### config.mk
export PLATFORM = sky130hd
export DESIGN_NAME = ycc_to_rgb_premultiply_fix
export DESIGN_NICKNAME = d
export VERILOG_FILES = /design/src/yccrgb_pkg.sv /design/src/yccrgb_chan.sv /design/src/ycc_to_rgb_premultiply_fix.sv
export SDC_FILE = /design/constraint.sdc
export NUM_CORES = 2
export LEC_CHECK = 0
export ABC_AREA = 1
export BUFFER_PORTS_ARGS = -buffer_cell sky130_fd_sc_hd__buf_2
export CORE_MARGIN = 10
export CORE_UTILIZATION = 40
export CTS_CLUSTER_SIZE = 8
export DETAILED_ROUTE_END_ITERATION = 6
export HOLD_SLACK_MARGIN = 0.06
export PLACE_DENSITY = 0.6
export SYNTH_ARGS = -nofsm -noshare
export SYNTH_HDL_FRONTEND = slang
export SYNTH_HIERARCHICAL = 1
export SYNTH_SLANG_ARGS = --single-unit
### constraint.sdc
create_clock -name clk_i -period 38.7 [get_ports clk_i]
set_input_delay 3.87 -clock clk_i [delete_from_list [all_inputs] [get_ports clk_i]]
set_output_delay 3.87 -clock clk_i [all_outputs]
set_load 0.02 [all_outputs]
### src/yccrgb_pkg.sv
package yccrgb_pkg;

  // channel sums are signed with 16 fraction bits
  localparam int SUM_W = 28;
  localparam int FRAC_W = 16;

  localparam int K_CR_R  = 91881;
  localparam int K_OFF_R = 11701453;
  localparam int K_CB_G  = 22487;
  localparam int K_CR_G  = 46802;
  localparam int K_OFF_G = 8842818;
  localparam int K_CB_B  = 116130;
  localparam int K_OFF_B = 14806548;

  // restoring divide of the re-premultiply, two quotient bits per stage
  localparam int DIV_BITS   = 2;
  localparam int DIV_STAGES = 8 / DIV_BITS;

  // one sum stage, then clamp, divide stages, multiply and the divide by 255
  localparam int PIPE_DEPTH = 1 + 1 + DIV_STAGES + 2;

  typedef struct packed {
    logic signed [SUM_W-1:0] sum;
    logic [7:0]              byp;
    logic [7:0]              alpha;
    logic                    mode;
  } chan_in_t;

endpackage

### src/yccrgb_chan.sv
module yccrgb_chan import yccrgb_pkg::*; (
  input  logic       clk_i,
  input  logic       en_i,
  input  chan_in_t   chan_i,
  output logic [7:0] chan_o,
  output logic [7:0] alpha_o,
  output logic       mode_o
);

  // clamp, invert and scale by 255
  logic [7:0]  clamp_v;
  logic [7:0]  inv_v;
  logic [15:0] num_v;
  logic        sat_v;

  always_comb begin
    if (chan_i.sum[SUM_W-1]) begin
      clamp_v = 8'd0;
    end else if (|chan_i.sum[SUM_W-2:FRAC_W+8]) begin
      clamp_v = 8'd255;
    end else begin
      clamp_v = chan_i.sum[FRAC_W+7:FRAC_W];
    end
    inv_v = 8'd255 - clamp_v;
    num_v = {inv_v, 8'b0} - {8'b0, inv_v};
    // quotient would reach 256: clamps to 255, also covers alpha of zero
    sat_v = (num_v >= {chan_i.alpha, 8'b0});
  end

  logic [15:0] rem_q   [DIV_STAGES+1];
  logic [7:0]  quo_q   [DIV_STAGES+1];
  logic [7:0]  alpha_q [DIV_STAGES+1];
  logic        sat_q   [DIV_STAGES+1];
  logic        mode_q  [DIV_STAGES+1];
  logic [7:0]  byp_q   [DIV_STAGES+1];

  always_ff @(posedge clk_i) begin
    if (en_i) begin
      rem_q[0]   <= num_v;
      quo_q[0]   <= 8'd0;
      alpha_q[0] <= chan_i.alpha;
      sat_q[0]   <= sat_v;
      mode_q[0]  <= chan_i.mode;
      byp_q[0]   <= chan_i.byp;
    end
  end

  for (genvar k = 0; k < DIV_STAGES; k++) begin : g_div
    localparam int ShHi = 8 - DIV_BITS * k - 1;
    localparam int ShLo = ShHi - 1;

    logic [15:0] div_hi;
    logic [15:0] div_lo;
    logic [15:0] rem_mid;
    logic [15:0] rem_nxt;
    logic        bit_hi;
    logic        bit_lo;

    always_comb begin
      div_hi  = {8'b0, alpha_q[k]} << ShHi;
      div_lo  = {8'b0, alpha_q[k]} << ShLo;
      bit_hi  = (rem_q[k] >= div_hi);
      rem_mid = bit_hi ? (rem_q[k] - div_hi) : rem_q[k];
      bit_lo  = (rem_mid >= div_lo);
      rem_nxt = bit_lo ? (rem_mid - div_lo) : rem_mid;
    end

    always_ff @(posedge clk_i) begin
      if (en_i) begin
        rem_q[k+1]   <= rem_nxt;
        quo_q[k+1]   <= quo_q[k] | ({6'b0, bit_hi, bit_lo} << ShLo);
        alpha_q[k+1] <= alpha_q[k];
        sat_q[k+1]   <= sat_q[k];
        mode_q[k+1]  <= mode_q[k];
        byp_q[k+1]   <= byp_q[k];
      end
    end
  end

  // multiply back by alpha, with the rounding offset of the divide by 255
  logic [7:0]  quo_eff;
  logic [15:0] prod_q;
  logic [7:0]  alpha_m_q;
  logic        mode_m_q;
  logic [7:0]  byp_m_q;

  assign quo_eff = sat_q[DIV_STAGES] ? 8'd255 : quo_q[DIV_STAGES];

  always_ff @(posedge clk_i) begin
    if (en_i) begin
      prod_q    <= (16'(quo_eff) * 16'(alpha_q[DIV_STAGES])) + 16'd127;
      alpha_m_q <= alpha_q[DIV_STAGES];
      mode_m_q  <= mode_q[DIV_STAGES];
      byp_m_q   <= byp_q[DIV_STAGES];
    end
  end

  // x / 255 as x / 256 plus one correction, since x - 255*t = x[7:0] + t
  logic [7:0] tq;
  logic [8:0] rr;
  logic [7:0] res;
  logic [7:0] chan_q;
  logic [7:0] alpha_o_q;
  logic       mode_o_q;

  always_comb begin
    tq  = prod_q[15:8];
    rr  = {1'b0, prod_q[7:0]} + {1'b0, tq};
    res = (rr >= 9'd255) ? (tq + 8'd1) : tq;
  end

  always_ff @(posedge clk_i) begin
    if (en_i) begin
      chan_q    <= mode_m_q ? res : byp_m_q;
      alpha_o_q <= alpha_m_q;
      mode_o_q  <= mode_m_q;
    end
  end

  assign chan_o  = chan_q;
  assign alpha_o = alpha_o_q;
  assign mode_o  = mode_o_q;

endmodule

### src/ycc_to_rgb_premultiply_fix.sv
// an accepted input word passes the sum, clamp, divide, multiply and divide-by-255 registers in order
// throughput: one pixel per clock while the output is not held; up to 8 pixels in flight
// a held output word stalls the whole pipeline, nothing is dropped or repeated
// reset clears all valid bits and sets opacity mode off (pass-through)
// pixel payload registers are not reset
module ycc_to_rgb_premultiply_fix import yccrgb_pkg::*; (
  input  logic        clk_i,
  input  logic        rst_ni,
  input  logic        cfg_we_i,
  input  logic        cfg_wdata_i,    // opacity_mode
  input  logic        s_axis_tvalid,
  output logic        s_axis_tready,
  input  logic [31:0] s_axis_tdata,   // luma, chroma_blue, chroma_red, alpha_in
  output logic        m_axis_tvalid,
  input  logic        m_axis_tready,
  output logic [31:0] m_axis_tdata    // red, green, blue, alpha_out
);

  logic opacity_mode_q;

  always_ff @(posedge clk_i or negedge rst_ni) begin
    if (!rst_ni) begin
      opacity_mode_q <= 1'b0;
    end else if (cfg_we_i) begin
      opacity_mode_q <= cfg_wdata_i;
    end
  end

  logic [PIPE_DEPTH-1:0] vld_q;
  logic [PIPE_DEPTH-1:0] vld_d;
  logic                  adv;

  assign adv           = !vld_q[PIPE_DEPTH-1] || m_axis_tready;
  assign s_axis_tready = adv;
  assign vld_d         = {vld_q[PIPE_DEPTH-2:0], s_axis_tvalid};

  always_ff @(posedge clk_i or negedge rst_ni) begin
    if (!rst_ni) begin
      vld_q <= '0;
    end else if (adv) begin
      vld_q <= vld_d;
    end
  end

  // channel sums
  logic [7:0]       luma, cb, cr, alpha;
  logic [SUM_W-1:0] ys;
  logic [SUM_W-1:0] sum_r, sum_g, sum_b;

  always_comb begin
    luma  = s_axis_tdata[7:0];
    cb    = s_axis_tdata[15:8];
    cr    = s_axis_tdata[23:16];
    alpha = s_axis_tdata[31:24];
    ys    = SUM_W'({luma, 16'b0});
    sum_r = ys + SUM_W'(K_CR_R) * SUM_W'(cr) - SUM_W'(K_OFF_R);
    sum_g = ys - SUM_W'(K_CB_G) * SUM_W'(cb) - SUM_W'(K_CR_G) * SUM_W'(cr)
          + SUM_W'(K_OFF_G);
    sum_b = ys + SUM_W'(K_CB_B) * SUM_W'(cb) - SUM_W'(K_OFF_B);
  end

  chan_in_t chan_r_q, chan_g_q, chan_b_q;

  always_ff @(posedge clk_i) begin
    if (adv) begin
      chan_r_q <= '{sum: $signed(sum_r), byp: luma, alpha: alpha, mode: opacity_mode_q};
      chan_g_q <= '{sum: $signed(sum_g), byp: cb, alpha: alpha, mode: opacity_mode_q};
      chan_b_q <= '{sum: $signed(sum_b), byp: cr, alpha: alpha, mode: opacity_mode_q};
    end
  end

  logic [7:0] red, green, blue, alpha_out;
  logic [7:0] alpha_g, alpha_b;
  logic       mode_r, mode_g, mode_b;

  yccrgb_chan u_chan_r (
    .clk_i   (clk_i),
    .en_i    (adv),
    .chan_i  (chan_r_q),
    .chan_o  (red),
    .alpha_o (alpha_out),
    .mode_o  (mode_r)
  );

  yccrgb_chan u_chan_g (
    .clk_i   (clk_i),
    .en_i    (adv),
    .chan_i  (chan_g_q),
    .chan_o  (green),
    .alpha_o (alpha_g),
    .mode_o  (mode_g)
  );

  yccrgb_chan u_chan_b (
    .clk_i   (clk_i),
    .en_i    (adv),
    .chan_i  (chan_b_q),
    .chan_o  (blue),
    .alpha_o (alpha_b),
    .mode_o  (mode_b)
  );

  assign m_axis_tvalid = vld_q[PIPE_DEPTH-1];
  assign m_axis_tdata  = {alpha_out, blue, green, red};

  a_accept_enters : assert property (@(posedge clk_i) disable iff (!rst_ni)
    (s_axis_tvalid && s_axis_tready) |=> vld_q[0])
    else $error("accepted word did not enter the pipeline");

  a_valid_from_prev : assert property (@(posedge clk_i) disable iff (!rst_ni)
    $rose(m_axis_tvalid) |-> $past(vld_q[PIPE_DEPTH-2]))
    else $error("output valid without a word in the stage before");

  a_transparent_zero : assert property (@(posedge clk_i) disable iff (!rst_ni)
    (m_axis_tvalid && mode_r && (m_axis_tdata[31:24] == 8'd0))
    |-> (m_axis_tdata[23:0] == 24'd0))
    else $error("transparent pixel gave nonzero color");

  a_lanes_agree : assert property (@(posedge clk_i) disable iff (!rst_ni)
    m_axis_tvalid |-> ((mode_g == mode_r) && (mode_b == mode_r)
                       && (alpha_g == alpha_out) && (alpha_b == alpha_out)))
    else $error("channel lanes out of step");

endmodule
-- After elaboration in Yosys (flattened, before gate mapping)
Memories as Yosys holds them, arrays and structs flattened. A register that Yosys moved wholly into a read port is not among the register bits.
Index checks and enable logic that the tools add are counted.
- latch bits: 0
- word-level logic and storage cells: 177
- bits in writable memories: 630
- memories: 18
- memory bits (read-only): 0
- flip-flop bits (word level): 214
- magnitude comparators: 30
- div/mod/pow operators: 0
- add/sub/neg operators: 46
- shift operators: 0
- eq/ne operators: 0
- bitwise logic cells: 12
- $mul: 7
- reduce and logical (&&, ||, !) cells: 5
- muxes and demuxes: 41
- memories (name ; depth ; bits a word ; read ports ; clocked after Yosys merged registers in ; wr ports ; line ; source):
    u_chan_b.rem_q ; 5 ; 16 ; 4 ; 0 ; 5 ; yccrgb_chan.sv:30 ; logic [15:0] rem_q [DIV_STAGES+1];
    u_chan_g.rem_q ; 5 ; 16 ; 4 ; 0 ; 5 ; yccrgb_chan.sv:30 ;
    u_chan_r.rem_q ; 5 ; 16 ; 4 ; 0 ; 5 ; yccrgb_chan.sv:30 ;
    u_chan_b.alpha_q ; 5 ; 8 ; 5 ; 0 ; 5 ; yccrgb_chan.sv:32 ; logic [7:0] alpha_q [DIV_STAGES+1];
    u_chan_b.byp_q ; 5 ; 8 ; 5 ; 1 ; 5 ; yccrgb_chan.sv:35 ; logic [7:0] byp_q [DIV_STAGES+1];
    u_chan_b.quo_q ; 5 ; 8 ; 5 ; 0 ; 5 ; yccrgb_chan.sv:31 ; logic [7:0] quo_q [DIV_STAGES+1];
    +12 memories ; - ; - ; - ; - ; - ; - ;
- operator list (kind ; number):
    $mux 16 ; 24
    $mux 8 ; 15
    $sub 16x8->16 ; 6
    $sub 26x24->27 const B ; 2
    $add 24x25->26 ; 2
    $add 16x7->16 const B ; 3
    $ge 16x10->1 ; 3
    $ge 16x11->1 ; 3
    $ge 16x12->1 ; 3
    $ge 16x13->1 ; 3
    $ge 16x14->1 ; 3
    $ge 16x15->1 ; 3
    $ge 16x16->1 ; 3
    $ge 16x8->1 ; 3
    $ge 16x9->1 ; 3
    $mul 8x8->16 ; 3
    $sub 16x10->16 ; 3
    $sub 16x11->16 ; 3
    $sub 16x12->16 ; 3
    $sub 16x13->16 ; 3
    $sub 16x14->16 ; 3
    $sub 16x15->16 ; 3
    $sub 16x9->16 ; 3
    $mul 15x8->23 const A ; 2
    17 further kinds ; 36

-- Logic depth before layout (Yosys ltp)
- word-level depth: 6
- gate-level depth with buffers: 30
- gate-level depth less buffers: 30

-- Modules after synthesis
Netlist, hierarchy kept.
- by module, submodules not included (module ; area an instance (um^2) ; seq. area each (um^2) ; instances ; cells an instance):
    ycc_to_rgb_premultiply_fix ; 16291.9 ; 3558.4 ; 1 ; 1855
    yccrgb_chan at u_chan_b ; 15064.4 ; 6726.5 ; 1 ; 1587
    yccrgb_chan at u_chan_r ; 14924.3 ; 6726.5 ; 1 ; 1590
    yccrgb_chan at u_chan_g ; 14709.1 ; 6726.5 ; 1 ; 1549

-- Least setup slack after synthesis
No wires, ideal clock.
- path type: input -> output
- from: input m_axis_tready
- to: output s_axis_tready
- stages on the path: 3
- path slack: 9.427 ns
- arrival: 25.403 ns
- data required time: 34.830 ns
- cell sequence: inv_1 -> nand2_1 -> clkbuf_1
- word-level cells in the longest chain between the ends: 1
- RTL lines (item ; line ; source):
    from (decl) ; ycc_to_rgb_premultiply_fix.sv:15 ; input logic m_axis_tready,
    $logic_or 1x1->1 ; ycc_to_rgb_premultiply_fix.sv:33 ; assign adv = !vld_q[PIPE_DEPTH-1] || m_axis_tready;
    to (decl) ; ycc_to_rgb_premultiply_fix.sv:12 ; output logic s_axis_tready,
No other way between the ends.

-- Worst setup path after layout
- from: input s_axis_tdata[14]
- to: register chan_g_q[43] in the netlist's numbering, data pin
- word-level cells in the longest chain between the ends: 4
- RTL lines (item ; line ; source):
    from (decl) ; ycc_to_rgb_premultiply_fix.sv:13 ; input logic [31:0] s_axis_tdata,
    $mul 15x8->23 ; ycc_to_rgb_premultiply_fix.sv:57 ; sum_g = ys - SUM_W'(K_CB_G) * SUM_W'(cb) - SUM_W'(K_CR_G) * SUM_W'(cr)
    $sub 24x23->25 ; ycc_to_rgb_premultiply_fix.sv:57 ;
    $sub 25x25->26 ; ycc_to_rgb_premultiply_fix.sv:57 ;
    $add 26x25->27 ; ycc_to_rgb_premultiply_fix.sv:58 ; + SUM_W'(K_OFF_G);
    net sum_g[26] ; ycc_to_rgb_premultiply_fix.sv:48 ; logic [SUM_W-1:0] sum_r, sum_g, sum_b;
    to (signal assigned) ; ycc_to_rgb_premultiply_fix.sv:67 ; chan_g_q <= '{sum: $signed(sum_g), byp: cb, alpha: alpha, mode: opacity_mode_q};
    to (decl) ; ycc_to_rgb_premultiply_fix.sv:62 ; chan_in_t chan_r_q, chan_g_q, chan_b_q;
The timed path passes the listed nets, and every way through them passes these cells.
A chain may end at the register's enable or synchronous reset.

==> flow_summary.toml <==
[sta]
setup_viol = 0
finalWorstPathRequiredPeriod_ns = 9.61
setup-tns-final_ns = 0
fin_skew_ns = 0.0635
rsz_0062_raised_after_global_routing = "no"
maxClockFrequency_mhz = 104
worst_slew_pin_slew_ns = 1.01
slew-limit-headroom_pct = 32.6
hold_fails_final_rpt = 0
report.final.slew_viol_count = 0
period_share_pct = 24.8

[final_layout]
most_frequent_standard_cell_in_the_layout_excluding_fill_and_tap_cells = "sky130_fd_sc_hd__nand2_1"
insertedDiodeCount = 0
final_layout_size_suffix_gt1_share_pct = 6.51
largest_registers = "u_chan_b/rem_q x64, u_chan_g/rem_q x64, u_chan_r/rem_q x64"
layout-area-overhead-vs-synth_pct = 8.94
finalNetCount = 7582
mostFrequentLayoutCells = "sky130_fd_sc_hd__nand2_1 (1,312), sky130_fd_sc_hd__inv_1 (1,199), sky130_fd_sc_hd__edfxtp_1 (703)"

[clock_tree]
cts.root.buffer_cell = "sky130_fd_sc_hd__clkbuf_16"
insertion_delay_ns = 0.68
cts.repair_timing.setup_buffer_count = 0
h-tree-depth = 3
ctsHoldBuffers = 0
cts_sinks = 712
clock_tree_from_tritoncts = "done"
post_cts_resize_count = 0
worst_setup_hold_path_clk_slew_ns = 0.05
cts_buffers = 100
cts_max_path_buffers = 3

[critical_path]
ff2ff_setup_slack_ns = 33.49
criticalPathCategory = "primary input to flop"
timing.critical_path.fanout_max = 10
slowest_stage = "sky130_fd_sc_hd__fa_1"
required_time_of_the_critical_path_ns = 39.13
cp.arrival_ns = 10.04
critical_path.endpoint_type = "flop"
startpoint_type_of_the_worst_setup_path = "primary input"
crit_path_max_incr_delay_ns = 0.67
crit_top_cell = "sky130_fd_sc_hd__inv_1"
regToRegStartpoint = "u_chan_b/sat_q[4]"
r2r_end = "u_chan_b/prod_q[13]"
worstRegToRegCells = 18

[die]
die-height_um = 402
horizontal_die_dimension_um = 402
placementRows = 139
initial_utilization_pct = 40.4
design.portCount = 72
core_region_area_mm2 = 0.144
die_area_mm2 = 0.161

[drt]
detailed_route_wl_um = 128000
via_per_inst = 4.91
drt-wirelength-per-cell_um = 15.1
drt_drc_violations_left = 0
routed-via-count = 41878
drt-pass1-iter-count = 6
drtAntennaViolNets = 0
first_iter_violations = 2304

[grt]
largest_net_degree_at_the_start_of_global_routing = 164
grt_antenna_before_repair = 6
gr-total-overflow = 0
globalRouteTotalUtil_pct = 15.8
grt_first_pass_wirelength_um = 211000
grt_pass1_vias = 41282

[logic_synthesis]
postSynthNetCount = 7437
synth.avg_cell_area_um2 = 9.03
synth-warning-count = 6
post_synth_instance_area_mm2 = 0.0582
cells_after_synth = 6448

[placement]
buffer_ports.inserted = 71
detailedPlacementHpwl_um = 106000
finalWeightedCongestion = 0.904

[hold_path]
min_path_type = "flop to flop"
hold_end = "u_chan_r/byp_m_q[6]"
timing.hold.worst.start = "u_chan_r/byp_q[4][6]"
holdPathStages = 0

[flow_run]
max_cap_viol_count = 0

[run_status]
outcome = "completed"
## worst max-delay path by stage
stage / startpoint / end / slack [ns] / cells past startpoint
2_1_floorplan: m_axis_tready / s_axis_tready / 11.57 / 3
3_3_place_gp: s_axis_tdata[14] / chan_g_q[43] / 28.49 / 24
3_5_place_dp: s_axis_tdata[14] / chan_g_q[43] / 28.46 / 27
4_1_cts: s_axis_tdata[14] / chan_g_q[43] / 29.15 / 27
5_1_grt: s_axis_tdata[14] / chan_g_q[43] / 28.55 / 27
6_report: s_axis_tdata[14] / chan_g_q[43] / 29.09 / 27
## worst max-delay path: cells and delay by family
family                     cells  cell delay (ns)
adders and majority gates      7             3.24
and+or+nand+nor                7             1.16
buffers and inverters          8             0.83
AOI/OAI and AO/OA              4             0.77
xor gates and xnor gates       1             0.17
## routing by layer
layer / vias up / track usage [%] / share of wire, %
met5: - / 0 / 0.043
met1: 19652 / 21.4 / 47
met2: 684 / 26.3 / 47
met4: 8 / 4.40 / 2.2
met3: 161 / 2.15 / 4.1
li1: 21373 / - / -
## per-stage QoR
stage                     worst slack (ns)  hold slack, ns  util, %  cells  area (um^2)
after floorplan                      11.57           0.400        -   6448        58200
after global placement               28.49           0.401     42.1   8394        60700
after detailed placement             28.46           0.405     42.1   8394        60700
after CTS                            29.15           0.391     44.0   8521        63400
after global routing                 28.55           0.403     44.0   8521        63400
final                                29.09           0.396     44.0   8521        63400
## final cells by class
cell class                 count  area (um^2)
sequential                   712        21300
inverter                    1228         4630
tap                         1903         2380
clock inverter                10          144
fill                       14048        80800
timing repair buffer          80          435
clock buffer                 117         2570
multi-input combinational   4471        31900
Power is not shown: default switching activity piles up to over one toggle a cycle in this logic, so the estimate is an artifact.
